**src/design/arpr_pkg.sv**
```systemverilog
// Shared types, constants and reply byte builder for the ARP request responder.
package arpr_pkg;

    localparam int REPLY_LEN_DEF = 60;
    localparam int REPLY_LEN_MAX = 64;
    localparam int KIDX_W        = $clog2(REPLY_LEN_MAX);

    localparam int MAC_W  = 48;
    localparam int IP_W   = 32;
    localparam int BYTE_W = 8;
    localparam int CFG_W  = MAC_W;
    localparam int IDX_W  = 6;

    localparam logic [IDX_W-1:0] ARP_MIN_LEN = 6'd42;

    localparam logic [IDX_W-1:0] IDX_HW_TYPE    = 6'd14;
    localparam logic [IDX_W-1:0] IDX_HW_TYPE_E  = 6'd15;
    localparam logic [IDX_W-1:0] IDX_PROTO      = 6'd16;
    localparam logic [IDX_W-1:0] IDX_PROTO_E    = 6'd17;
    localparam logic [IDX_W-1:0] IDX_HW_LEN     = 6'd18;
    localparam logic [IDX_W-1:0] IDX_PROTO_LEN  = 6'd19;
    localparam logic [IDX_W-1:0] IDX_OP         = 6'd20;
    localparam logic [IDX_W-1:0] IDX_OP_E       = 6'd21;
    localparam logic [IDX_W-1:0] IDX_SMAC       = 6'd22;
    localparam logic [IDX_W-1:0] IDX_SMAC_E     = 6'd27;
    localparam logic [IDX_W-1:0] IDX_SIP        = 6'd28;
    localparam logic [IDX_W-1:0] IDX_SIP_E      = 6'd31;
    localparam logic [IDX_W-1:0] IDX_TIP        = 6'd38;
    localparam logic [IDX_W-1:0] IDX_TIP_E      = 6'd41;

    localparam logic [15:0] HTYPE_ETHER    = 16'h0001;
    localparam logic [15:0] HTYPE_IEEE802  = 16'h0006;
    localparam logic [15:0] PTYPE_IPV4     = 16'h0800;
    localparam logic [7:0]  HLEN_MAC       = 8'd6;
    localparam logic [7:0]  PLEN_IPV4      = 8'd4;
    localparam logic [15:0] ARP_OP_REQUEST = 16'h0001;

    localparam logic [7:0] ARP_HDR [10] = '{
        8'h08, 8'h06, 8'h00, 8'h01, 8'h08, 8'h00, 8'h06, 8'h04, 8'h00, 8'h02
    };

    typedef enum logic [0:0] {
        CFG_OWN_IP  = 1'b0,
        CFG_OWN_MAC = 1'b1
    } t_cfg_reg;

    typedef struct packed {
        logic             valid;
        logic [MAC_W-1:0] sender_mac;
        logic [IP_W-1:0]  sender_ip;
    } t_reply_req;

    function automatic logic [BYTE_W-1:0] reply_byte(
        input logic [KIDX_W-1:0] k,
        input logic [MAC_W-1:0]  smac,
        input logic [IP_W-1:0]   sip,
        input logic [MAC_W-1:0]  omac,
        input logic [IP_W-1:0]   oip
    );
        logic [BYTE_W-1:0] b;
        b = '0;
        priority if (k <= 6'd5) begin
            b = smac[8*(5 - int'(k)) +: 8];
        end else if (k <= 6'd11) begin
            b = omac[8*(11 - int'(k)) +: 8];
        end else if (k <= 6'd21) begin
            b = ARP_HDR[4'(k - 6'd12)];
        end else if (k <= 6'd27) begin
            b = omac[8*(27 - int'(k)) +: 8];
        end else if (k <= 6'd31) begin
            b = oip[8*(31 - int'(k)) +: 8];
        end else if (k <= 6'd37) begin
            b = smac[8*(37 - int'(k)) +: 8];
        end else if (k <= 6'd41) begin
            b = sip[8*(41 - int'(k)) +: 8];
        end else begin
            b = '0;
        end
        return b;
    endfunction

endpackage

```
**src/design/arpr_parse.sv**
```systemverilog
// Receive side: byte position, ARP field capture and reply decision.
module arpr_parse (
    input  logic                           i_clk,
    input  logic                           i_rst_n,
    input  logic                           i_valid,
    output logic                           o_ready,
    input  logic [arpr_pkg::BYTE_W-1:0]    i_byte,
    input  logic                           i_last,
    input  logic [arpr_pkg::IP_W-1:0]      i_own_ip,
    input  logic                           i_gen_busy,
    output arpr_pkg::t_reply_req           o_req
);

    logic [arpr_pkg::IDX_W-1:0]  r_idx, n_idx;
    logic [15:0]                 r_hw_type, n_hw_type;
    logic [15:0]                 r_proto, n_proto;
    logic [7:0]                  r_hw_len, n_hw_len;
    logic [7:0]                  r_proto_len, n_proto_len;
    logic [15:0]                 r_op, n_op;
    logic [arpr_pkg::MAC_W-1:0]  r_smac, n_smac;
    logic [arpr_pkg::IP_W-1:0]   r_sip, n_sip;
    logic [arpr_pkg::IP_W-1:0]   r_tip, n_tip;
    logic                        r_eval, n_eval;
    logic                        r_len_ok, n_len_ok;
    logic                        accept;
    logic                        answer;
    logic                        load;

    assign answer = r_len_ok
                 && (r_hw_type == arpr_pkg::HTYPE_ETHER || r_hw_type == arpr_pkg::HTYPE_IEEE802)
                 && r_proto == arpr_pkg::PTYPE_IPV4
                 && r_hw_len == arpr_pkg::HLEN_MAC
                 && r_proto_len == arpr_pkg::PLEN_IPV4
                 && r_op == arpr_pkg::ARP_OP_REQUEST
                 && r_tip == i_own_ip;

    assign o_ready = !(r_eval && answer && i_gen_busy);
    assign accept  = i_valid && o_ready;
    assign load    = r_eval && answer && !i_gen_busy;

    assign o_req.valid      = load;
    assign o_req.sender_mac = r_smac;
    assign o_req.sender_ip  = r_sip;

    always_comb begin
        n_idx       = r_idx;
        n_hw_type   = r_hw_type;
        n_proto     = r_proto;
        n_hw_len    = r_hw_len;
        n_proto_len = r_proto_len;
        n_op        = r_op;
        n_smac      = r_smac;
        n_sip       = r_sip;
        n_tip       = r_tip;
        n_eval      = r_eval && answer && i_gen_busy;
        n_len_ok    = r_len_ok;
        if (accept) begin
            if (r_idx < arpr_pkg::ARP_MIN_LEN) begin
                n_idx = r_idx + 1'b1;
                priority if (r_idx >= arpr_pkg::IDX_HW_TYPE && r_idx <= arpr_pkg::IDX_HW_TYPE_E) begin
                    n_hw_type = {r_hw_type[7:0], i_byte};
                end else if (r_idx >= arpr_pkg::IDX_PROTO && r_idx <= arpr_pkg::IDX_PROTO_E) begin
                    n_proto = {r_proto[7:0], i_byte};
                end else if (r_idx == arpr_pkg::IDX_HW_LEN) begin
                    n_hw_len = i_byte;
                end else if (r_idx == arpr_pkg::IDX_PROTO_LEN) begin
                    n_proto_len = i_byte;
                end else if (r_idx >= arpr_pkg::IDX_OP && r_idx <= arpr_pkg::IDX_OP_E) begin
                    n_op = {r_op[7:0], i_byte};
                end else if (r_idx >= arpr_pkg::IDX_SMAC && r_idx <= arpr_pkg::IDX_SMAC_E) begin
                    n_smac = {r_smac[arpr_pkg::MAC_W-9:0], i_byte};
                end else if (r_idx >= arpr_pkg::IDX_SIP && r_idx <= arpr_pkg::IDX_SIP_E) begin
                    n_sip = {r_sip[arpr_pkg::IP_W-9:0], i_byte};
                end else if (r_idx >= arpr_pkg::IDX_TIP && r_idx <= arpr_pkg::IDX_TIP_E) begin
                    n_tip = {r_tip[arpr_pkg::IP_W-9:0], i_byte};
                end else begin
                    n_tip = r_tip;
                end
            end
            if (i_last) begin
                n_idx    = '0;
                n_eval   = 1'b1;
                n_len_ok = r_idx >= arpr_pkg::ARP_MIN_LEN - 1'b1;
            end
        end
    end

    always_ff @(posedge i_clk) begin
        if (!i_rst_n) begin
            r_idx       <= '0;
            r_hw_type   <= '0;
            r_proto     <= '0;
            r_hw_len    <= '0;
            r_proto_len <= '0;
            r_op        <= '0;
            r_smac      <= '0;
            r_sip       <= '0;
            r_tip       <= '0;
            r_eval      <= 1'b0;
            r_len_ok    <= 1'b0;
        end else begin
            r_idx       <= n_idx;
            r_hw_type   <= n_hw_type;
            r_proto     <= n_proto;
            r_hw_len    <= n_hw_len;
            r_proto_len <= n_proto_len;
            r_op        <= n_op;
            r_smac      <= n_smac;
            r_sip       <= n_sip;
            r_tip       <= n_tip;
            r_eval      <= n_eval;
            r_len_ok    <= n_len_ok;
        end
    end

    a_idx_sat: assert property (@(posedge i_clk) disable iff (!i_rst_n)
        r_idx <= arpr_pkg::ARP_MIN_LEN)
        else $error("byte index past saturation");

    a_eval_src: assert property (@(posedge i_clk) disable iff (!i_rst_n)
        $rose(r_eval) |-> $past(accept && i_last))
        else $error("decision raised without a last beat");

    a_req_ok: assert property (@(posedge i_clk) disable iff (!i_rst_n)
        o_req.valid |-> (r_proto == arpr_pkg::PTYPE_IPV4 && r_len_ok && !i_gen_busy))
        else $error("reply requested for a frame that does not qualify");

endmodule

```
**src/design/arpr_reply.sv**
```systemverilog
// Transmit side: reply byte sequencer and output register.
module arpr_reply #(
    parameter int REPLY_LEN = arpr_pkg::REPLY_LEN_DEF
) (
    input  logic                           i_clk,
    input  logic                           i_rst_n,
    input  arpr_pkg::t_reply_req           i_req,
    input  logic [arpr_pkg::MAC_W-1:0]     i_own_mac,
    input  logic [arpr_pkg::IP_W-1:0]      i_own_ip,
    output logic                           o_busy,
    output logic                           o_valid,
    input  logic                           i_ready,
    output logic [arpr_pkg::BYTE_W-1:0]    o_byte,
    output logic                           o_last
);

    localparam int KW = $clog2(REPLY_LEN);
    localparam logic [KW-1:0] K_LAST = KW'(REPLY_LEN - 1);

    logic                          r_active, n_active;
    logic [KW-1:0]                 r_k, n_k;
    logic [arpr_pkg::MAC_W-1:0]    r_smac, n_smac;
    logic [arpr_pkg::IP_W-1:0]     r_sip, n_sip;
    logic                          r_out_valid, n_out_valid;
    logic [arpr_pkg::BYTE_W-1:0]   r_out_byte, n_out_byte;
    logic                          r_out_last, n_out_last;
    logic                          out_load;

    assign out_load = r_active && (!r_out_valid || i_ready);

    always_comb begin
        n_active    = r_active;
        n_k         = r_k;
        n_smac      = r_smac;
        n_sip       = r_sip;
        n_out_valid = r_out_valid && !i_ready;
        n_out_byte  = r_out_byte;
        n_out_last  = r_out_last;
        if (out_load) begin
            n_out_valid = 1'b1;
            n_out_byte  = arpr_pkg::reply_byte(arpr_pkg::KIDX_W'(r_k), r_smac, r_sip,
                                               i_own_mac, i_own_ip);
            n_out_last  = r_k == K_LAST;
            n_k         = r_k + 1'b1;
            if (r_k == K_LAST) begin
                n_active = 1'b0;
            end
        end
        if (i_req.valid) begin
            n_active = 1'b1;
            n_k      = '0;
            n_smac   = i_req.sender_mac;
            n_sip    = i_req.sender_ip;
        end
    end

    always_ff @(posedge i_clk) begin
        if (!i_rst_n) begin
            r_active    <= 1'b0;
            r_k         <= '0;
            r_out_valid <= 1'b0;
        end else begin
            r_active    <= n_active;
            r_k         <= n_k;
            r_out_valid <= n_out_valid;
        end
        r_smac     <= n_smac;
        r_sip      <= n_sip;
        r_out_byte <= n_out_byte;
        r_out_last <= n_out_last;
    end

    assign o_busy  = r_active;
    assign o_valid = r_out_valid;
    assign o_byte  = r_out_byte;
    assign o_last  = r_out_last;

    a_req_idle: assert property (@(posedge i_clk) disable iff (!i_rst_n)
        i_req.valid |-> !r_active)
        else $error("reply requested while a reply is in progress");

    a_k_range: assert property (@(posedge i_clk) disable iff (!i_rst_n)
        r_active |-> r_k <= K_LAST)
        else $error("reply byte counter out of range");

endmodule

```
**src/design/arp_request_responder.sv**
```systemverilog
// Top level of the ARP request responder.
// Takes one received Ethernet frame byte per beat and answers an ARP request for the
// configured IPv4 address with a REPLY_LEN-byte zero-padded ARP reply, one byte per beat.
// Input beats are taken every cycle unless stalled; the answer is decided in the cycle
// after the last beat, and reply bytes leave at one per cycle unless held, through a
// registered output stage. One reply sequencer sends one reply at a time: when a second
// frame qualifies during a reply, input stalls until that reply's last byte is in the
// output register. Write own_ip and own_mac only while no frame or reply is in flight.
module arp_request_responder #(
    parameter int REPLY_LEN = arpr_pkg::REPLY_LEN_DEF
) (
    input  logic                          i_clk,
    input  logic                          i_rst_n,
    input  logic                          i_s_axis_tvalid,
    output logic                          o_s_axis_tready,
    input  logic [7:0]                    i_s_axis_tdata,   // [7:0] in_byte
    input  logic                          i_s_axis_tlast,
    output logic                          o_m_axis_tvalid,
    input  logic                          i_m_axis_tready,
    output logic [7:0]                    o_m_axis_tdata,   // [7:0] out_byte
    output logic                          o_m_axis_tlast,
    input  logic                          i_cfg_we,
    input  logic [0:0]                    i_cfg_addr,
    input  logic [arpr_pkg::CFG_W-1:0]    i_cfg_wdata
);

    logic [arpr_pkg::IP_W-1:0]  r_own_ip;
    logic [arpr_pkg::MAC_W-1:0] r_own_mac;
    arpr_pkg::t_reply_req       req;
    logic                       gen_busy;

    always_ff @(posedge i_clk) begin
        if (!i_rst_n) begin
            r_own_ip  <= '0;
            r_own_mac <= '0;
        end else if (i_cfg_we) begin
            unique case (arpr_pkg::t_cfg_reg'(i_cfg_addr))
                arpr_pkg::CFG_OWN_IP:  r_own_ip  <= i_cfg_wdata[arpr_pkg::IP_W-1:0];
                arpr_pkg::CFG_OWN_MAC: r_own_mac <= i_cfg_wdata[arpr_pkg::MAC_W-1:0];
                default: ;
            endcase
        end
    end

    arpr_parse u_parse (
        .i_clk      (i_clk),
        .i_rst_n    (i_rst_n),
        .i_valid    (i_s_axis_tvalid),
        .o_ready    (o_s_axis_tready),
        .i_byte     (i_s_axis_tdata),
        .i_last     (i_s_axis_tlast),
        .i_own_ip   (r_own_ip),
        .i_gen_busy (gen_busy),
        .o_req      (req)
    );

    arpr_reply #(
        .REPLY_LEN (REPLY_LEN)
    ) u_reply (
        .i_clk     (i_clk),
        .i_rst_n   (i_rst_n),
        .i_req     (req),
        .i_own_mac (r_own_mac),
        .i_own_ip  (r_own_ip),
        .o_busy    (gen_busy),
        .o_valid   (o_m_axis_tvalid),
        .i_ready   (i_m_axis_tready),
        .o_byte    (o_m_axis_tdata),
        .o_last    (o_m_axis_tlast)
    );

endmodule
```
**config.mk**
```make
export PLATFORM = sky130hd
export DESIGN_NAME = arp_request_responder
export DESIGN_NICKNAME = d
export VERILOG_FILES = /design/src/design/arpr_pkg.sv /design/src/design/arpr_parse.sv /design/src/design/arpr_reply.sv /design/src/design/arp_request_responder.sv
export SDC_FILE = /design/constraint.sdc
export NUM_CORES = 1
export LEC_CHECK = 0
export ABC_CLOCK_PERIOD_IN_PS = 15900
export BUFFER_PORTS_ARGS = -buffer_cell sky130_fd_sc_hd__clkbuf_2
export CAP_MARGIN = 20
export CORE_MARGIN = 3
export CORE_UTILIZATION = 45
export DETAILED_ROUTE_END_ITERATION = 10
export SKIP_CTS_REPAIR_TIMING = 1
export SLEW_MARGIN = 20
export SYNTH_ARGS = -nofsm -noshare
export SYNTH_HDL_FRONTEND = slang
export SYNTH_SLANG_ARGS = --single-unit
```
**constraint.sdc**
```tcl
create_clock -name i_clk -period 15.9 [get_ports i_clk]
set_input_delay 0 -clock i_clk [delete_from_list [all_inputs] [get_ports i_clk]]
set_output_delay 0 -clock i_clk [all_outputs]
set_load 0.01 [all_outputs]
```
==> out/results.ini, run 1 <==
[outcome]
status=completed

[min_path]
hold_class=input pin to flop

[setup_path]
crit_top_cell=a21oi_1
cp_num_buf_inv=1
cp_max_fo=35
crit_type=flop to flop
cp_slowest_stage_delay_ps=860
ff2ff_setup_slack_ps=12370
startpoint_type=flop
cp.arrival_ps=3760
end_kind=flop
path_cells=buf_4, ha_1, nand2_1, a311oi_1, a21oi_1, a21oi_1, o221ai_1
crit_required_ps=16120
slowest_stage=a311oi_1
cpLargestDelayFamily=compound AO/OA/AOI/OAI gates

[route]
drtIter0Drc=647
routedWlPerCell_um=18.07
via_count=10690
first_pass_iters=4
routed_via_density=5.310
wirelength_um=36390
drc=0
ant_nets=0

[synthesis]
synthesis.area_sq_um=15470
syn_nets=1527
synth-seq-cells=361
async_reset_ff_share_pct=0
ys_seq_area_share_pct=52.46
yosysUniqueCellTypes=67
synth_edf_count=89
syn_area_per_cell_sq_um=10.71
synth_ff_type=dfxtp_1
syn_inst=1445
synth_warnings=0

[pwr]
p_leak_nw=6.999
p_per_area_nw_per_um2=108.7
vdd_drop_max_mv=0.06780
total_power_mw=1.946

[final_layout]
layout_commonest_cell=nand2_1
final_cell_mix=nand2_1, dfxtp_1, mux2i_1
drive_gt1_share_pct=12.77
final_cells=2014
area_growth_pct=15.73
multi_input_area_sq_um=6855
final_nets=1617
num_antenna_cells=0
seq_area_sq_um=8122
fillers=3007
postLayoutCellArea_sq_um=17910

[timing]
fin_tns_setup_ps=0
maxSlewHeadroom_pct=26.76
tightestPinTransition_ps=1095
rsz0062_at_grt=false
finalSetupViolations=0
finalMaxSlewViolations=0
setup_ws_ps=12370
max_freq_ghz=0.2830
skew_ps=22.43
period_share_pct=22.23
fin_crit_ps=3534
finalHoldViolations=0

[die]
dieArea_sq_um=36650
ios=74
core_sq_um=33700
initial_core_util_pct=45.92
die_w_um=191.4
fp-row-count=67
die_h_um=191.4

[global_routing]
grt.total_usage_pct=19.60
grt_max_degree=107
antenna_found_initial=0
grt-ovfl-total=0
grt_pass1_vias=10310
grt_pass1_wl_um=56780

[placed_design]
placed_area_sq_um=16090
dpl.hpwl_um=23920
io_buffer_count=73
pre_cts_ws_ps=12410
gpl.final_weighted_congestion=0.8857
dp_cells=1890

[clock_network]
cts-root-buf=clkbuf_16
cts_tree=yes
htreeDepth=2
clk_pin_slew_ps=60
cts_sinks=361
clock_path_buffers=3
cts_buffers=39
clk_latency_ps=530

[flow_run]
cap_violations=0

## stage by stage
step	hold WS, ps	util (%)
2_1_floorplan	144.9	-
3_5_place_dp	247.7	47.74
6_report	51.67	53.14
3_3_place_gp	237.9	47.72
4_1_cts	-309.0	51.59
5_1_grt	76.70	53.14
## cell usage after synthesis (4+ instances only)
master	number	share of area, %
nand2b_1	7	0.28
nor4_1	15	0.61
and4b_1	4	0.26
a21boi_0	84	4.1
buf_2	8	0.26
nor2b_1	5	0.20
xnor2_1	39	2.2
buf_1	4	0.097
a31oi_1	4	0.16
nand4_1	21	0.85
dfxtp_1	272	35
nor2_1	27	0.65
nand3_1	9	0.29
edfxtp_1	89	17
a21oi_1	17	0.55
mux2i_1	196	13
nor4b_1	5	0.28
clkbuf_1	62	1.5
o211ai_1	8	0.39
o22ai_1	4	0.16
buf_4	10	0.49
nand2_1	392	9.5
inv_1	17	0.41
nor3_1	6	0.19
a211oi_1	6	0.29
mux4_2	31	4.5
o21ai_0	17	0.55
ha_1	19	1.5
nor4_2	5	0.40
## path summary, 6_finish.rpt
path                      from                 end  cells after the start
min          i_s_axis_tdata[7]  u_parse.r_proto[7]                      3
min reg2reg  u_parse.r_sip[20]   u_reply.r_sip[20]                      0
max reg2reg     u_reply.r_k[0]   u_reply.o_byte[0]                      7
max             u_reply.r_k[0]   u_reply.o_byte[0]                      7
## cell families after synthesis
| group | synth area share, % |
|---|---|
| muxes | 17.19 |
| adders and majority gates | 1.536 |
| buffers and inverters | 3.412 |
| and+or+nand+nor | 15.55 |
| DFF | 52.46 |
| xor gates and xnor gates | 2.208 |
| AOI/OAI and AO/OA | 7.641 |
## power breakdown
group	switching [mW]	total, mW	internal, mW
Clock	0.365	0.914	0.549
Sequential	0.00715	0.952	0.945
Combinational	0.0474	0.0796	0.0322
## metal layers
layer  vias up  track usage (%)  wire [um]
met5         -                0          0
met3        56            2.916       1604
li1       5262                -          -
met2       206            32.03      17160
met1      5170            27.22      16760
met4         0            5.419        877
## sequential cells by signal, indices dropped and copies added (netlist names)
name                 flops
u_parse.r_hw_type       16
u_parse.r_eval           1
u_parse.r_tip           32
u_parse.r_hw_len         8
r_own_ip                32
u_reply.o_valid          1
u_reply.r_sip           32
u_reply.r_smac          48
u_parse.r_sip           32
u_parse.r_proto_len      8
u_parse.r_proto         16
u_reply.r_k              6
r_own_mac               48
u_parse.r_len_ok         1
u_parse.r_idx            6
u_parse.r_op            16
u_parse.r_smac          48
u_reply.o_byte           8
u_reply.o_busy           1
u_reply.o_last           1
## area by class of cell
| type | instances | share of cell area, % |
|---|---|---|
| multi-input combinational | 975 | 38.28 |
| sequential | 361 | 45.35 |
| clock buffer | 48 | 5.813 |
| tap | 448 | 3.130 |
| clock inverter | 24 | 1.439 |
| timing repair buffer | 139 | 5.583 |
| inverter | 19 | 0.3983 |
## worst reg2reg max path: stages (launching register included)
cell	delay [ps]
dfxtp_4	590
buf_4	700
ha_1	380
nand2_1	110
a311oi_1	860
a21oi_1	130
a21oi_1	310
o221ai_1	150
Power figures use the tool's default switching activity.
==> run 2, diff against run 1 <==
ABC_AREA = 1   (was unset)
ABC_CLOCK_PERIOD_IN_PS = 3200   (was 15900)
clock period = 3.2 ns   (was 15.9 ns; I/O delays follow)
==> out/results.ini, run 2 <==
[final_layout]
fillers=3604  ; +20%
final_cell_mix=nand2_1, nor2_1, inv_1
drive_gt1_share_pct=7.856  ; -4.9 points
final_nets=2634  ; +63%
num_antenna_cells=0  ; unchanged
area_growth_pct=16.04
multi_input_area_sq_um=6949  ; +1.4%
seq_area_sq_um=8119  ; about the same
top_regs=r_own_mac: 48 flops, u_parse.r_smac: 48 flops, u_reply.r_smac: 48 flops
layout_commonest_cell=nand2_1
postLayoutCellArea_sq_um=19710  ; +10%

[placed_design]
placed_area_sq_um=17760  ; +10%
io_buffer_count=73  ; unchanged
gpl.final_weighted_congestion=0.8768  ; -1.0%
dpl.hpwl_um=29060  ; +22%

[min_path]
min_to=r_own_ip[12]
min_path_cells=4  ; +1
hp-start=i_cfg_addr
hold_class=input pin to flop

[timing]
fin_crit_ps=2642  ; -892.2 ps
skew_ps=17.39  ; -5.044 ps
hold_slack_ps=-65.05  ; -116.7 ps
finalHoldViolations=1  ; +1
period_share_pct=82.56  ; +60 points
rsz0062_at_grt=false
fin_tns_setup_ps=0  ; unchanged
finalSetupViolations=0  ; unchanged
maxSlewHeadroom_pct=32.69  ; +5.9 points
finalMaxSlewViolations=0  ; unchanged
max_freq_ghz=0.3785  ; +34%
tightestPinTransition_ps=1006  ; -89.32 ps

[synthesis]
syn_nets=2537  ; +66%
synth_edf_count=89  ; unchanged
syn_inst=2455  ; +70%
synth.most_common_cell=nand2_1
synth-seq-cells=361  ; unchanged
synthesis.area_sq_um=16990  ; +9.8%
async_reset_ff_share_pct=0  ; unchanged
yosysTopAreaCellShare_pct=32.05  ; -3.1 points
synth_warnings=0  ; unchanged
synth_ff_type=dfxtp_1
yosys-top-cells-count=nand2_1, nor2_1, inv_1
syn_area_per_cell_sq_um=6.920  ; -35%
synthTopCellsByArea=dfxtp_1, edfxtp_1, nand2_1
yosysUniqueCellTypes=39  ; -42%
synth_area_leader_cell=dfxtp_1
ys_seq_area_share_pct=47.78  ; -4.7 points

[setup_path]
slowest_stage=o21ai_0
ff2ff_setup_slack_ps=560  ; -11810 ps
cp_max_fo=13  ; -63%
path_cells=inv_2, ha_1, buf_4, nand2_1, inv_1, o21ai_0, o21ai_0, and2_1, nand2_1, nand2_1, nand2_1, a21oi_1
cp_slowest_stage_delay_ps=480  ; -380 ps
startpoint_type=flop
cp.arrival_ps=3050  ; -710 ps
cp_num_buf_inv=3  ; +2
end_kind=flop
cp.depth=12  ; +5
timing.rr.start=u_reply.r_k[1]
reg2reg_to=u_reply.o_byte[4]
rr_worst_depth=12  ; +5
crit_required_ps=3600  ; -12520 ps
crit_top_cell=nand2_1
cpLargestDelayFamily=compound AO/OA/AOI/OAI gates
crit_type=flop to flop

[outcome]
status=complete, but fails checks
violations=negative hold slack

[pwr]
internal_power_mw=7.585  ; +400%
p_leak_nw=9.126  ; +30%
p_clk_share_pct=46.4  ; -0.6 points
vdd_drop_max_mv=0.3064  ; +350%
p_switching_mw=2.233  ; +430%
switching_share_pct=22.74  ; +1.2 points
pwr-share-comb_pct=5.0  ; +0.9 points
pwr-share-seq_pct=48.6  ; -0.3 points
p_per_area_nw_per_um2=498.0  ; +360%
total_power_mw=9.817  ; +400%

[route]
via_count=14840  ; +39%
wl_met2_um=20690  ; +21%
drtIter0Drc=1042  ; +61%
drc=0  ; unchanged
routed_via_density=4.804  ; -9.5%
highest_layer=met4
ant_nets=0  ; unchanged
wirelength_um=44560  ; +22%
routedWlPerCell_um=14.43  ; -20%
wl_met3_um=2038  ; +27%
first_pass_iters=5  ; +1
met1_length_um=20760  ; +24%

[global_routing]
grt_max_degree=134  ; +25%
grt-ovfl-total=0  ; unchanged
grt_pass1_wl_um=70520  ; +24%
grt_pass1_vias=13690  ; +33%
grt.total_usage_pct=21.36  ; +1.8 points
antenna_found_initial=1  ; +1

[die]
fp-row-count=70  ; +4.5%
core_sq_um=36870  ; +9.4%
ios=74  ; unchanged
dieArea_sq_um=40120  ; +9.5%
die_h_um=200.3  ; +4.6%
initial_core_util_pct=46.07  ; +0.16 points
die_w_um=200.3  ; +4.6%

[clock_network]
clk_latency_ps=560  ; +30 ps
cts-root-buf=clkbuf_16
cts_buffers=41  ; +5.1%
cts_sinks=361  ; unchanged
clk_pin_slew_ps=60  ; about the same
cts_tree=yes
clock_path_buffers=3  ; unchanged
htreeDepth=2  ; unchanged

[flow_run]
cap_violations=0  ; unchanged

-- run 2: cell type report --
type                            count  share of cell area [%]
Clock buffer                       66                   6.150
Clock inverter                      9                  0.3872
Inverter                          370                   7.045
Multi-Input combinational cell   1608                   35.25
Sequential cell                   361                   41.18
Tap cell                          504                   3.199
Timing Repair Buffer              170                   6.785
-- run 2: power groups by stage --
stage / registers [mW] / logic (mW) / clock network (mW)
2_1_floorplan: 4.85 / 0.269 / 0
3_3_place_gp: 4.86 / 0.425 / 0
3_5_place_dp: 4.86 / 0.425 / 0
4_1_cts: 4.77 / 0.427 / 4.66
5_1_grt: 4.77 / 0.549 / 4.84
6_report: 4.77 / 0.495 / 4.56
-- run 2: logic make-up after synthesis --
family / share of synthesized area [%]
buffers and inverters: 11.39
AO/OA/AOI/OAI: 8.830
XOR/XNOR: 0.8764
flip-flops: 47.78
adder cells (fa/ha/maj): 1.399
AND/OR/NAND/NOR: 29.72
-- run 2: per-stage QoR --
stage	utilization (%)	worst slack, ps	cells	hold slack [ps]
2_1_floorplan	-	237.0	2455	134.9
3_3_place_gp	48.16	639.9	2946	257.1
3_5_place_dp	48.16	626.0	2946	267.0
4_1_cts	51.65	593.9	3021	-318.5
5_1_grt	53.46	319.2	3088	27.16
6_report	53.46	558.2	3088	-65.05
-- run 2: worst reg2reg max path: stages, from the launching register on --
cell and delay [ps]:
dfxtp_1 390, inv_2 150, ha_1 310, buf_4 210, nand2_1 70, inv_1 230
o21ai_0 130, o21ai_0 480, and2_1 240, nand2_1 50, nand2_1 60, nand2_1 60
a21oi_1 120
-- run 2: metal layers --
metal | vias to the layer above | track usage [%]
met2 | 322 | 35.57
met4 | 0 | 6.248
met5 | - | 0
met1 | 6784 | 29.02
met3 | 71 | 3.153
li1 | 7659 | -
-- run 2: how the worst max path moves through the flow --
stage	from	end
finish	u_reply.r_k[1]	u_reply.o_byte[4]
global route	u_parse.r_proto_len[2]	u_parse.r_tip[29]
CTS	u_reply.r_k[1]	u_reply.o_byte[6]
detailed placement	u_reply.r_k[1]	u_reply.o_byte[5]
global placement	u_reply.r_k[1]	u_reply.o_byte[6]
floorplan	r_own_ip[6]	u_reply.r_sip[0]
